===== src/dlle_pkg.sv =====
// ----------------------------------------------------------------------------
// dlle_pkg: shared types and codes of the doubly linked list engine
// Request modes, result status codes, and the command and status groups that
// join the controller to the datapath.
// ----------------------------------------------------------------------------
package dlle_pkg;

	localparam int MODE_W   = 3;
	localparam int STATUS_W = 3;
	localparam int KEY_W    = 32;
	localparam int COUNT_W  = 7;

	typedef enum logic [MODE_W-1:0] {
		MODE_INS    = 3'd0,
		MODE_DEL    = 3'd1,
		MODE_DFIRST = 3'd2,
		MODE_DLAST  = 3'd3,
		MODE_READ   = 3'd4
	} mode_t;

	typedef enum logic [STATUS_W-1:0] {
		ST_DONE  = 3'd0,
		ST_FULL  = 3'd1,
		ST_MISS  = 3'd2,
		ST_ELEM  = 3'd3,
		ST_EMPTY = 3'd4
	} status_t;

	typedef enum logic [1:0] {
		ADR_HEAD,
		ADR_TAIL,
		ADR_NEXT
	} adr_sel_t;

	typedef struct packed {
		logic     rd_links;
		adr_sel_t adr;
		logic     rd_free;
		logic     latch_key;
		logic     alloc;
		logic     link;
		logic     unlink;
		logic     emit;
		logic     emit_elem;
		status_t  emit_status;
	} dlle_cmd_t;

	typedef struct packed {
		logic full;
		logic head_sent;
		logic tail_sent;
		logic next_sent;
		logic key_hit;
		logic out_free;
	} dlle_sts_t;

endpackage


===== src/dlle_if.sv =====
// ----------------------------------------------------------------------------
// dlle_if: request and result channels of the doubly linked list engine
// Valid/ready channels; a request or result moves when valid and ready are high.
// ----------------------------------------------------------------------------
interface dlle_req_if;
	logic                               valid;
	logic                               ready;
	logic        [dlle_pkg::MODE_W-1:0] mode;
	logic signed [dlle_pkg::KEY_W-1:0]  key;

	modport source (output valid, mode, key, input ready);
	modport sink   (input valid, mode, key, output ready);
endinterface

interface dlle_rsp_if;
	logic                                 valid;
	logic                                 ready;
	logic        [dlle_pkg::STATUS_W-1:0] status;
	logic signed [dlle_pkg::KEY_W-1:0]    key_out;
	logic        [dlle_pkg::COUNT_W-1:0]  count;
	logic                                 last;

	modport source (output valid, status, key_out, count, last, input ready);
	modport sink   (input valid, status, key_out, count, last, output ready);
endinterface


===== src/dlle_ctrl.sv =====
// ----------------------------------------------------------------------------
// dlle_ctrl: sequencer of the doubly linked list engine
// Takes one request at a time and steps the datapath through allocation,
// linking, list walks and unlinking, and issues each result.
// ----------------------------------------------------------------------------
module dlle_ctrl (
	input  logic                clk,
	input  logic                arst_n,
	dlle_req_if.sink            req,
	input  dlle_pkg::dlle_sts_t sts,
	output dlle_pkg::dlle_cmd_t cmd
);

	typedef enum logic [2:0] {
		S_IDLE,
		S_ALLOC,
		S_LINK,
		S_UNLINK,
		S_WALK,
		S_RESP
	} state_t;

	state_t              state_q, state_d;
	logic                read_q, read_d;
	dlle_pkg::status_t   resp_q, resp_d;

	assign req.ready = (state_q == S_IDLE);

	always_comb begin
		cmd     = '0;
		state_d = state_q;
		read_d  = read_q;
		resp_d  = resp_q;
		unique case (state_q)
			S_IDLE: begin
				if (req.valid) begin
					cmd.latch_key = 1'b1;
					unique case (dlle_pkg::mode_t'(req.mode))
						dlle_pkg::MODE_INS: begin
							if (sts.full) begin
								resp_d  = dlle_pkg::ST_FULL;
								state_d = S_RESP;
							end else begin
								cmd.rd_free = 1'b1;
								state_d     = S_ALLOC;
							end
						end
						dlle_pkg::MODE_DEL: begin
							if (sts.head_sent) begin
								resp_d  = dlle_pkg::ST_MISS;
								state_d = S_RESP;
							end else begin
								cmd.rd_links = 1'b1;
								cmd.adr      = dlle_pkg::ADR_HEAD;
								read_d       = 1'b0;
								state_d      = S_WALK;
							end
						end
						dlle_pkg::MODE_DFIRST: begin
							if (sts.head_sent) begin
								resp_d  = dlle_pkg::ST_MISS;
								state_d = S_RESP;
							end else begin
								cmd.rd_links = 1'b1;
								cmd.adr      = dlle_pkg::ADR_HEAD;
								state_d      = S_UNLINK;
							end
						end
						dlle_pkg::MODE_DLAST: begin
							if (sts.tail_sent) begin
								resp_d  = dlle_pkg::ST_MISS;
								state_d = S_RESP;
							end else begin
								cmd.rd_links = 1'b1;
								cmd.adr      = dlle_pkg::ADR_TAIL;
								state_d      = S_UNLINK;
							end
						end
						dlle_pkg::MODE_READ: begin
							if (sts.head_sent) begin
								resp_d  = dlle_pkg::ST_EMPTY;
								state_d = S_RESP;
							end else begin
								cmd.rd_links = 1'b1;
								cmd.adr      = dlle_pkg::ADR_HEAD;
								read_d       = 1'b1;
								state_d      = S_WALK;
							end
						end
						default: ;
					endcase
				end
			end
			S_ALLOC: begin
				cmd.alloc = 1'b1;
				state_d   = S_LINK;
			end
			S_LINK: begin
				cmd.link = 1'b1;
				resp_d   = dlle_pkg::ST_DONE;
				state_d  = S_RESP;
			end
			S_UNLINK: begin
				cmd.unlink = 1'b1;
				resp_d     = dlle_pkg::ST_DONE;
				state_d    = S_RESP;
			end
			S_WALK: begin
				if (read_q) begin
					if (sts.out_free) begin
						cmd.emit        = 1'b1;
						cmd.emit_elem   = 1'b1;
						cmd.emit_status = dlle_pkg::ST_ELEM;
						if (sts.next_sent) begin
							state_d = S_IDLE;
						end else begin
							cmd.rd_links = 1'b1;
							cmd.adr      = dlle_pkg::ADR_NEXT;
						end
					end
				end else if (sts.key_hit) begin
					cmd.unlink = 1'b1;
					resp_d     = dlle_pkg::ST_DONE;
					state_d    = S_RESP;
				end else if (sts.next_sent) begin
					resp_d  = dlle_pkg::ST_MISS;
					state_d = S_RESP;
				end else begin
					cmd.rd_links = 1'b1;
					cmd.adr      = dlle_pkg::ADR_NEXT;
				end
			end
			S_RESP: begin
				if (sts.out_free) begin
					cmd.emit        = 1'b1;
					cmd.emit_status = resp_q;
					state_d         = S_IDLE;
				end
			end
			default: state_d = S_IDLE;
		endcase
	end

	always_ff @(posedge clk or negedge arst_n) begin
		if (!arst_n) begin
			state_q <= S_IDLE;
			read_q  <= 1'b0;
			resp_q  <= dlle_pkg::ST_DONE;
		end else begin
			state_q <= state_d;
			read_q  <= read_d;
			resp_q  <= resp_d;
		end
	end

	a_emit_slot: assert property (@(posedge clk) disable iff (!arst_n)
		cmd.emit |-> sts.out_free)
		else $error("result issued while output slot busy");

	a_mem_ops: assert property (@(posedge clk) disable iff (!arst_n)
		$onehot0({cmd.rd_links, cmd.rd_free, cmd.alloc, cmd.link, cmd.unlink}))
		else $error("conflicting memory operations");

	a_ins_alloc: assert property (@(posedge clk) disable iff (!arst_n)
		(req.valid && req.ready && req.mode == dlle_pkg::MODE_INS && !sts.full)
		|=> state_q == S_ALLOC)
		else $error("insert did not enter allocation");

endmodule


===== src/dlle_dp.sv =====
// ----------------------------------------------------------------------------
// dlle_dp: datapath of the doubly linked list engine
// Node key and link memories, free node stack, head/tail of the sentinel,
// key count and the result register.
// ----------------------------------------------------------------------------
module dlle_dp #(
	parameter int CAPACITY = 64,
	parameter int KEY_BITS = 32
) (
	input  logic                              clk,
	input  logic                              arst_n,
	input  logic signed [dlle_pkg::KEY_W-1:0] key,
	input  dlle_pkg::dlle_cmd_t               cmd,
	output dlle_pkg::dlle_sts_t               sts,
	dlle_rsp_if.source                        rsp
);

	localparam int IDX_W  = $clog2(CAPACITY);
	localparam int LINK_W = $clog2(CAPACITY + 1);
	localparam logic [LINK_W-1:0] SENT = LINK_W'(CAPACITY);

	logic [KEY_BITS-1:0] key_mem  [CAPACITY];
	logic [LINK_W-1:0]   next_mem [CAPACITY];
	logic [LINK_W-1:0]   prev_mem [CAPACITY];
	logic [IDX_W-1:0]    free_mem [CAPACITY];

	logic [LINK_W-1:0]   head_q, tail_q, count_q, fill_q;
	logic [LINK_W-1:0]   cur_q, new_q, ohead_q;
	logic [KEY_BITS-1:0] key_q;
	logic [KEY_BITS-1:0] key_rd_q;
	logic [LINK_W-1:0]   next_rd_q, prev_rd_q;
	logic [IDX_W-1:0]    free_rd_q;

	logic                              out_valid_q;
	dlle_pkg::status_t                 out_status_q;
	logic [dlle_pkg::KEY_W-1:0]        out_key_q;
	logic [dlle_pkg::COUNT_W-1:0]      out_count_q;
	logic                              out_last_q;

	logic [LINK_W-1:0] rd_addr, pos, top, alloc_node;
	logic              fresh;
	logic              next_we, prev_we;
	logic [LINK_W-1:0] next_wa, next_wd, prev_wa, prev_wd;

	always_comb begin
		unique case (cmd.adr)
			dlle_pkg::ADR_HEAD: rd_addr = head_q;
			dlle_pkg::ADR_TAIL: rd_addr = tail_q;
			dlle_pkg::ADR_NEXT: rd_addr = next_rd_q;
			default:            rd_addr = head_q;
		endcase
	end

	assign pos        = LINK_W'(CAPACITY - 1) - count_q;
	assign top        = SENT - count_q;
	assign fresh      = (pos < fill_q);
	assign alloc_node = fresh ? count_q : LINK_W'(free_rd_q);

	always_comb begin
		next_we = cmd.alloc || (cmd.unlink && prev_rd_q != SENT);
		next_wa = cmd.alloc ? alloc_node : prev_rd_q;
		next_wd = cmd.alloc ? head_q : next_rd_q;
	end

	always_comb begin
		prev_we = cmd.alloc || (cmd.link && ohead_q != SENT)
			|| (cmd.unlink && next_rd_q != SENT);
		priority if (cmd.alloc) begin
			prev_wa = alloc_node;
			prev_wd = SENT;
		end else if (cmd.link) begin
			prev_wa = ohead_q;
			prev_wd = new_q;
		end else begin
			prev_wa = next_rd_q;
			prev_wd = prev_rd_q;
		end
	end

	always_ff @(posedge clk) begin
		if (cmd.alloc)
			key_mem[alloc_node[IDX_W-1:0]] <= key_q;
		if (cmd.rd_links)
			key_rd_q <= key_mem[rd_addr[IDX_W-1:0]];
	end

	always_ff @(posedge clk) begin
		if (next_we)
			next_mem[next_wa[IDX_W-1:0]] <= next_wd;
		if (cmd.rd_links)
			next_rd_q <= next_mem[rd_addr[IDX_W-1:0]];
	end

	always_ff @(posedge clk) begin
		if (prev_we)
			prev_mem[prev_wa[IDX_W-1:0]] <= prev_wd;
		if (cmd.rd_links)
			prev_rd_q <= prev_mem[rd_addr[IDX_W-1:0]];
	end

	always_ff @(posedge clk) begin
		if (cmd.unlink)
			free_mem[top[IDX_W-1:0]] <= cur_q[IDX_W-1:0];
		if (cmd.rd_free)
			free_rd_q <= free_mem[pos[IDX_W-1:0]];
	end

	always_ff @(posedge clk or negedge arst_n) begin
		if (!arst_n) begin
			head_q      <= SENT;
			tail_q      <= SENT;
			count_q     <= '0;
			fill_q      <= SENT;
			out_valid_q <= 1'b0;
		end else begin
			if (cmd.alloc) begin
				head_q  <= alloc_node;
				if (head_q == SENT)
					tail_q <= alloc_node;
				count_q <= count_q + 1'b1;
				if (fresh)
					fill_q <= pos;
			end else if (cmd.unlink) begin
				if (prev_rd_q == SENT)
					head_q <= next_rd_q;
				if (next_rd_q == SENT)
					tail_q <= prev_rd_q;
				count_q <= count_q - 1'b1;
			end
			if (cmd.emit)
				out_valid_q <= 1'b1;
			else if (rsp.ready)
				out_valid_q <= 1'b0;
		end
	end

	always_ff @(posedge clk) begin
		if (cmd.latch_key)
			key_q <= KEY_BITS'(key);
		if (cmd.rd_links)
			cur_q <= rd_addr;
		if (cmd.alloc) begin
			new_q   <= alloc_node;
			ohead_q <= head_q;
		end
		if (cmd.emit) begin
			out_status_q <= cmd.emit_status;
			out_key_q    <= cmd.emit_elem ? dlle_pkg::KEY_W'(key_rd_q) : '0;
			out_count_q  <= dlle_pkg::COUNT_W'(count_q);
			out_last_q   <= cmd.emit_elem ? (next_rd_q == SENT) : 1'b1;
		end
	end

	assign sts.full      = (count_q == SENT);
	assign sts.head_sent = (head_q == SENT);
	assign sts.tail_sent = (tail_q == SENT);
	assign sts.next_sent = (next_rd_q == SENT);
	assign sts.key_hit   = (key_rd_q == key_q);
	assign sts.out_free  = !out_valid_q || rsp.ready;

	assign rsp.valid   = out_valid_q;
	assign rsp.status  = out_status_q;
	assign rsp.key_out = out_key_q;
	assign rsp.count   = out_count_q;
	assign rsp.last    = out_last_q;

	a_count_cap: assert property (@(posedge clk) disable iff (!arst_n)
		count_q <= SENT)
		else $error("key count above capacity");

	a_empty_ends: assert property (@(posedge clk) disable iff (!arst_n)
		((head_q == SENT) == (count_q == '0)) && ((tail_q == SENT) == (count_q == '0)))
		else $error("head/tail disagree with key count");

	a_fill_mark: assert property (@(posedge clk) disable iff (!arst_n)
		fill_q <= top)
		else $error("free stack top below fill mark");

endmodule


===== src/doubly_linked_list_engine_top.sv =====
// ----------------------------------------------------------------------------
// doubly_linked_list_engine_top: doubly linked list engine
// Keeps signed keys in a fixed node pool with a sentinel and a free stack;
// insert front, delete by key/first/last, and read-out front to back.
//
//   channel  dir  payload                         handshake
//   req      in   mode[3], key[32]                valid/ready
//   rsp      out  status[3], key_out[32],         valid/ready
//                 count[7], last
//
// One request at a time; req.ready is high only between requests.
// Insert reads the free stack, allocates and links; delete first/last reads the
// end node and unlinks it; delete by key and read-out walk one node per link read.
// Results leave through a one-deep output register; rsp stalls hold the walk.
// After reset the engine takes requests at once; no clearing pass.
// ----------------------------------------------------------------------------
module doubly_linked_list_engine_top #(
	parameter int CAPACITY = 64,
	parameter int KEY_BITS = 32
) (
	input  logic       clk,
	input  logic       arst_n,
	dlle_req_if.sink   req,
	dlle_rsp_if.source rsp
);

	dlle_pkg::dlle_cmd_t cmd;
	dlle_pkg::dlle_sts_t sts;

	dlle_ctrl u_ctrl (
		.clk    (clk),
		.arst_n (arst_n),
		.req    (req),
		.sts    (sts),
		.cmd    (cmd)
	);

	dlle_dp #(
		.CAPACITY (CAPACITY),
		.KEY_BITS (KEY_BITS)
	) u_dp (
		.clk    (clk),
		.arst_n (arst_n),
		.key    (req.key),
		.cmd    (cmd),
		.sts    (sts),
		.rsp    (rsp)
	);

endmodule

===== src/flat_wrapper.sv =====
// flat-port wrapper written by rule: the top's interface ports become plain ports
module doubly_linked_list_engine_top_flat 
#(
	parameter int CAPACITY = 64,
	parameter int KEY_BITS = 32
)
  (clk, arst_n, req_valid, req_mode, req_key, req_ready, rsp_valid, rsp_status, rsp_key_out, rsp_count, rsp_last, rsp_ready);
  dlle_req_if req_i ();
  dlle_rsp_if rsp_i ();
  input  logic clk;
  input  logic arst_n;
  input wire logic [$bits(req_i.valid)-1:0] req_valid;
  input wire logic [$bits(req_i.mode)-1:0] req_mode;
  input wire logic [$bits(req_i.key)-1:0] req_key;
  output wire logic [$bits(req_i.ready)-1:0] req_ready;
  output wire logic [$bits(rsp_i.valid)-1:0] rsp_valid;
  output wire logic [$bits(rsp_i.status)-1:0] rsp_status;
  output wire logic [$bits(rsp_i.key_out)-1:0] rsp_key_out;
  output wire logic [$bits(rsp_i.count)-1:0] rsp_count;
  output wire logic [$bits(rsp_i.last)-1:0] rsp_last;
  input wire logic [$bits(rsp_i.ready)-1:0] rsp_ready;
  assign req_i.valid = req_valid;
  assign req_i.mode = req_mode;
  assign req_i.key = req_key;
  assign req_ready = req_i.ready;
  assign rsp_valid = rsp_i.valid;
  assign rsp_status = rsp_i.status;
  assign rsp_key_out = rsp_i.key_out;
  assign rsp_count = rsp_i.count;
  assign rsp_last = rsp_i.last;
  assign rsp_i.ready = rsp_ready;
  doubly_linked_list_engine_top #(.CAPACITY(CAPACITY), .KEY_BITS(KEY_BITS)) u_core (.clk(clk), .arst_n(arst_n), .req(req_i), .rsp(rsp_i));
endmodule

===== config.mk =====
export PLATFORM = sky130hd
export DESIGN_NAME = doubly_linked_list_engine_top_flat
export DESIGN_NICKNAME = d
export VERILOG_FILES = /design/src/dlle_pkg.sv /design/src/dlle_if.sv /design/src/dlle_ctrl.sv /design/src/dlle_dp.sv /design/src/doubly_linked_list_engine_top.sv /design/src/flat_wrapper.sv
export SDC_FILE = /design/constraint.sdc
export NUM_CORES = 2
export LEC_CHECK = 0
export ABC_AREA = 1
export BUFFER_PORTS_ARGS = -buffer_cell sky130_fd_sc_hd__buf_2
export CORE_MARGIN = 5
export CORE_UTILIZATION = 45
export DETAILED_ROUTE_END_ITERATION = 8
export MAX_ROUTING_LAYER = met4
export PLACE_DENSITY = 0.57
export SYNTH_ARGS = -nofsm -noshare
export SYNTH_HDL_FRONTEND = slang
export SYNTH_SLANG_ARGS = --single-unit

===== constraint.sdc =====
create_clock -name clk -period 14.6 [get_ports clk]
set_input_delay 1.46 -clock clk [delete_from_list [all_inputs] [get_ports clk]]
set_output_delay 1.46 -clock clk [all_outputs]
set_load 0.01 [all_outputs]

==> out/metrics.cfg <==
[yosys]
synth_top_area_share_pct=67.85
ys_seq_area_share_pct=68.43
synth.most_common_cell=edfxtp_1
synth_compound_area_share_pct=1.216
synth_mux_area_share_pct=0.1562
synth_warnings=0
synth_top_family_by_area=simple AND/OR/NAND/NOR gates
synth_edf_count=3475
ys_types=50
ys_seq_elements=3511
synth_fa_ha_area_share_pct=0.1269
synth_top_cell_by_area=edfxtp_1
syn_nets=13810
synth_xor_area_share_pct=0.1481
async_flop_share_pct=1.025
syn_area_um2=153800
synthFlopType=edfxtp_1
syn_avg_cell_area_um2=11.18
synthSimpleGateAreaFrac_pct=22.43
netlist_instances=13750
synth_area_leaders=edfxtp_1 (68%), nand3_1 (10%), nand2_1 (5.7%)
synth_commonest_cells=edfxtp_1 (3,475), nand3_1 (3,130), nand2_1 (2,354), inv_1 (1,911), nand3b_1 (1,012)

[run_status]
status=finished, final reports clean

[clock_network]
cts.path.max_buffers=4
clkSlewWorstSetupHoldPaths_ps=70
hold_buffers=0
clk_latency_ps=970
cts_tree=done
cts_resized=0
clkSinkCount=3511
cts_setup_buffers=0
cts.htree.levels=5
numCtsBuffers=378
cts_root_buffer=clkbuf_16

[floorplanning]
fp.coreArea_um2=340100
die_x_um=594.6
die_area_um2=353600
rows=214
die_h_um=594.6
ios=84
initial_core_util_pct=45.23

[global_routing]
grt_usage_pct=26.10
grt_pass1_vias=100400
antenna_found_initial=19
grt_first_pass_wirelength_um=675800
grt_max_degree=195
overflow=0

[sta]
max_slew.worst_pin.slew_ps=1179
period_share_pct=62.07
finalSetupViolations=0
fin_skew_ps=94.12
slew_viol_final=0
post-route-min-period_ps=9062
setup_tns_ps=0
slew_headroom_pct=21.16
setup_slack_ps=5538
max_freq_mhz=110.3
rsz0062_at_grt=no
hold_viol=0

[worst_setup_path]
worst-path-max-fanout=162
path_cells=buf_4 -> xnor2_1 -> nand2_1 -> nor2_1 -> nand2_1 -> nor2_1 -> nand2_1 -> nand3_1 -> nand2_1 -> nand2_1 -> ha_1 -> nand2_4 -> buf_12 -> buf_4 -> buf_4 -> buf_4 -> buf_4 -> nand3_1 -> nand3_1 -> nand3_1 -> nand3_1 -> nand3_1 -> nand3_1 -> nand2_1
cp_slowest_cell=buf_4
crit_type=reg2reg
crit_top_cell=nand3_1
critical_path.max_stage_delay_ps=800
r2r_start=u_core.u_dp.key_q[31]$_DFFE_PP_
required_ps=15310
arrival_ps=9770
crit_path_start_kind=register
regToRegSetupSlack_ps=5540
cp.buffers_inverters=6
ff2ff_path_depth=24
cp_top_family=buffers and inverters
end_kind=register
r2r_end=u_core.u_dp.key_rd_q[29]$_DFFE_PP_

[placement]
place_congestion=0.8460
io_buffers=83
dp_cells=17710
pre_cts_ws_ps=5840
dp_hpwl_um=234000

[hold_path]
hold_path_end=u_core.u_dp.fill_q[3]$_DFFE_PN0P_
hold_depth=2
hold_path.class=reg2reg
min-delay-start=u_core.u_dp.fill_q[3]$_DFFE_PN0P_

[power]
combPwrFrac_pct=14.9
p_int_uw=17440
switching_power_uw=6824
leakage_uw=0.06492
ir_drop_uv=131.9
swShare_pct=28.13
seq_power_share_pct=47.0
clockPowerShare_pct=38.1
power_density_nw_per_um2=142.7

[detailed_routing]
drt-total-wl_um=462600
dr.pass1.iters=8
num_vias=104400
drt_first_iter_violations=13300
vias_per_cell=5.675
drc=0
drtAntennaViolNets=0
post_drt_wl_per_cell_um=25.14

[layout]
area_growth_pct=10.57
fin_cells=18410
layout-drive-gt1-share_pct=7.086
nets=13610
n_fill_cell=29950

[run]
maxCapViolations=0

[area by class of cell]
cell class,instances,area [um2],area share [%]
Sequential cell,3511,105300,61.90
Multi-Input combinational cell,7425,37750,22.20
Clock buffer,476,9911,5.828
Inverter,1937,7322,4.306
Tap cell,4536,5675,3.337
Timing Repair Buffer,302,2285,1.343
Clock inverter,208,1833,1.078
Antenna cell,10,25.02,0.01471
[per-layer routing]
metal	routed length, um	up-vias	GRT usage, %
li1	-	46840	-
met1	191500	51770	35.90
met2	213700	4991	40.37
met3	41910	851	3.903
met4	15510	0	8.067
met5	0	-	-
[stage by stage]
step	hold WS [ps]	util, %	area [um2]	power (uW)
2_1_floorplan	447.8	-	153800	13900
3_3_place_gp	466.5	46.55	158300	15200
3_5_place_dp	475.3	46.55	158300	15220
4_1_cts	491.6	50.00	170000	24400
5_1_grt	513.5	50.01	170100	25130
6_report	494.1	50.01	170100	24260
[worst max path at each step]
stage | from | end | slack, ps | cells after the start
after floorplan | req_valid | u_core.u_dp.key_rd_q[19]$_DFFE_PP_ | 9560 | 17
after global placement | u_core.u_dp.key_q[31]$_DFFE_PP_ | u_core.u_dp.key_rd_q[29]$_DFFE_PP_ | 5920 | 24
final | u_core.u_dp.key_q[31]$_DFFE_PP_ | u_core.u_dp.key_rd_q[29]$_DFFE_PP_ | 5540 | 24
after CTS | u_core.u_dp.key_q[4]$_DFFE_PP_ | u_core.u_dp.key_rd_q[29]$_DFFE_PP_ | 5850 | 24
after detailed placement | u_core.u_dp.key_q[31]$_DFFE_PP_ | u_core.u_dp.key_rd_q[29]$_DFFE_PP_ | 5840 | 24
after global routing | u_core.u_dp.key_q[31]$_DFFE_PP_ | u_core.u_dp.key_rd_q[29]$_DFFE_PP_ | 5320 | 24
[sequential cells by signal, summed over array words and instances, names as in the netlist, 3 cells and up]
signal	flops
u_core.u_ctrl.state_q	3
u_core.u_dp.rsp.status	3
u_core.u_dp.rsp.key_out	32
u_core.u_dp.tail_q	7
u_core.u_dp.key_rd_q	32
u_core.u_ctrl.resp_q	3
u_core.u_dp.rsp.count	7
u_core.u_dp.free_mem	384
u_core.u_dp.ohead_q	7
u_core.u_dp.prev_rd_q	7
u_core.u_dp.fill_q	7
u_core.u_dp.count_q	7
u_core.u_dp.next_rd_q	7
u_core.u_dp.key_q	32
u_core.u_dp.key_mem	2048
u_core.u_dp.head_q	7
u_core.u_dp.next_mem	448
u_core.u_dp.new_q	7
u_core.u_dp.cur_q	6
u_core.u_dp.prev_mem	448
u_core.u_dp.free_rd_q	6
[cell families after synthesis]
logic type                 count (synthesis)
and+or+nand+nor                         7010
DFF                                     3511
buffers and inverters                   2817
AOI/OAI and AO/OA                        350
xor gates and xnor gates                  26
muxes                                     24
adders and majority gates                 15
[worst reg2reg max path, stage by stage (launching register included)]
cell,delay (ps)
edfxtp_1,370
buf_4,330
xnor2_1,520
nand2_1,230
nor2_1,150
nand2_1,60
nor2_1,430
nand2_1,490
nand3_1,300
nand2_1,100
nand2_1,170
ha_1,360
nand2_4,460
buf_12,660
buf_4,820
buf_4,850
buf_4,840
buf_4,740
nand3_1,190
nand3_1,130
nand3_1,100
nand3_1,120
nand3_1,120
nand3_1,260
nand2_1,80
[power groups by stage]
stage               Sequential, uW  Combinational, uW  Clock, uW
finish                       11400               3620       9230
global route                 11400               3900       9820
CTS                          11400               3610       9370
detailed placement           11600               3600          0
global placement             11600               3580          0
floorplan                    11600               2270          0
[placed cells by master, fill, tap and decap left out, types with 48 or more instances in the layout]
| master | instances |
|---|---|
| nor2_4 | 62 |
| buf_2 | 83 |
| nor2_1 | 290 |
| inv_1 | 1909 |
| nand3_1 | 3129 |
| nand3b_1 | 1012 |
| o21ai_0 | 148 |
| edfxtp_1 | 3475 |
| clkbuf_1 | 93 |
| buf_4 | 201 |
| clkinv_1 | 99 |
| a21oi_1 | 115 |
| nor3_1 | 67 |
| o22ai_1 | 48 |
| clkbuf_16 | 381 |
| nand2_1 | 2351 |
(Power assumes the default switching activity.)
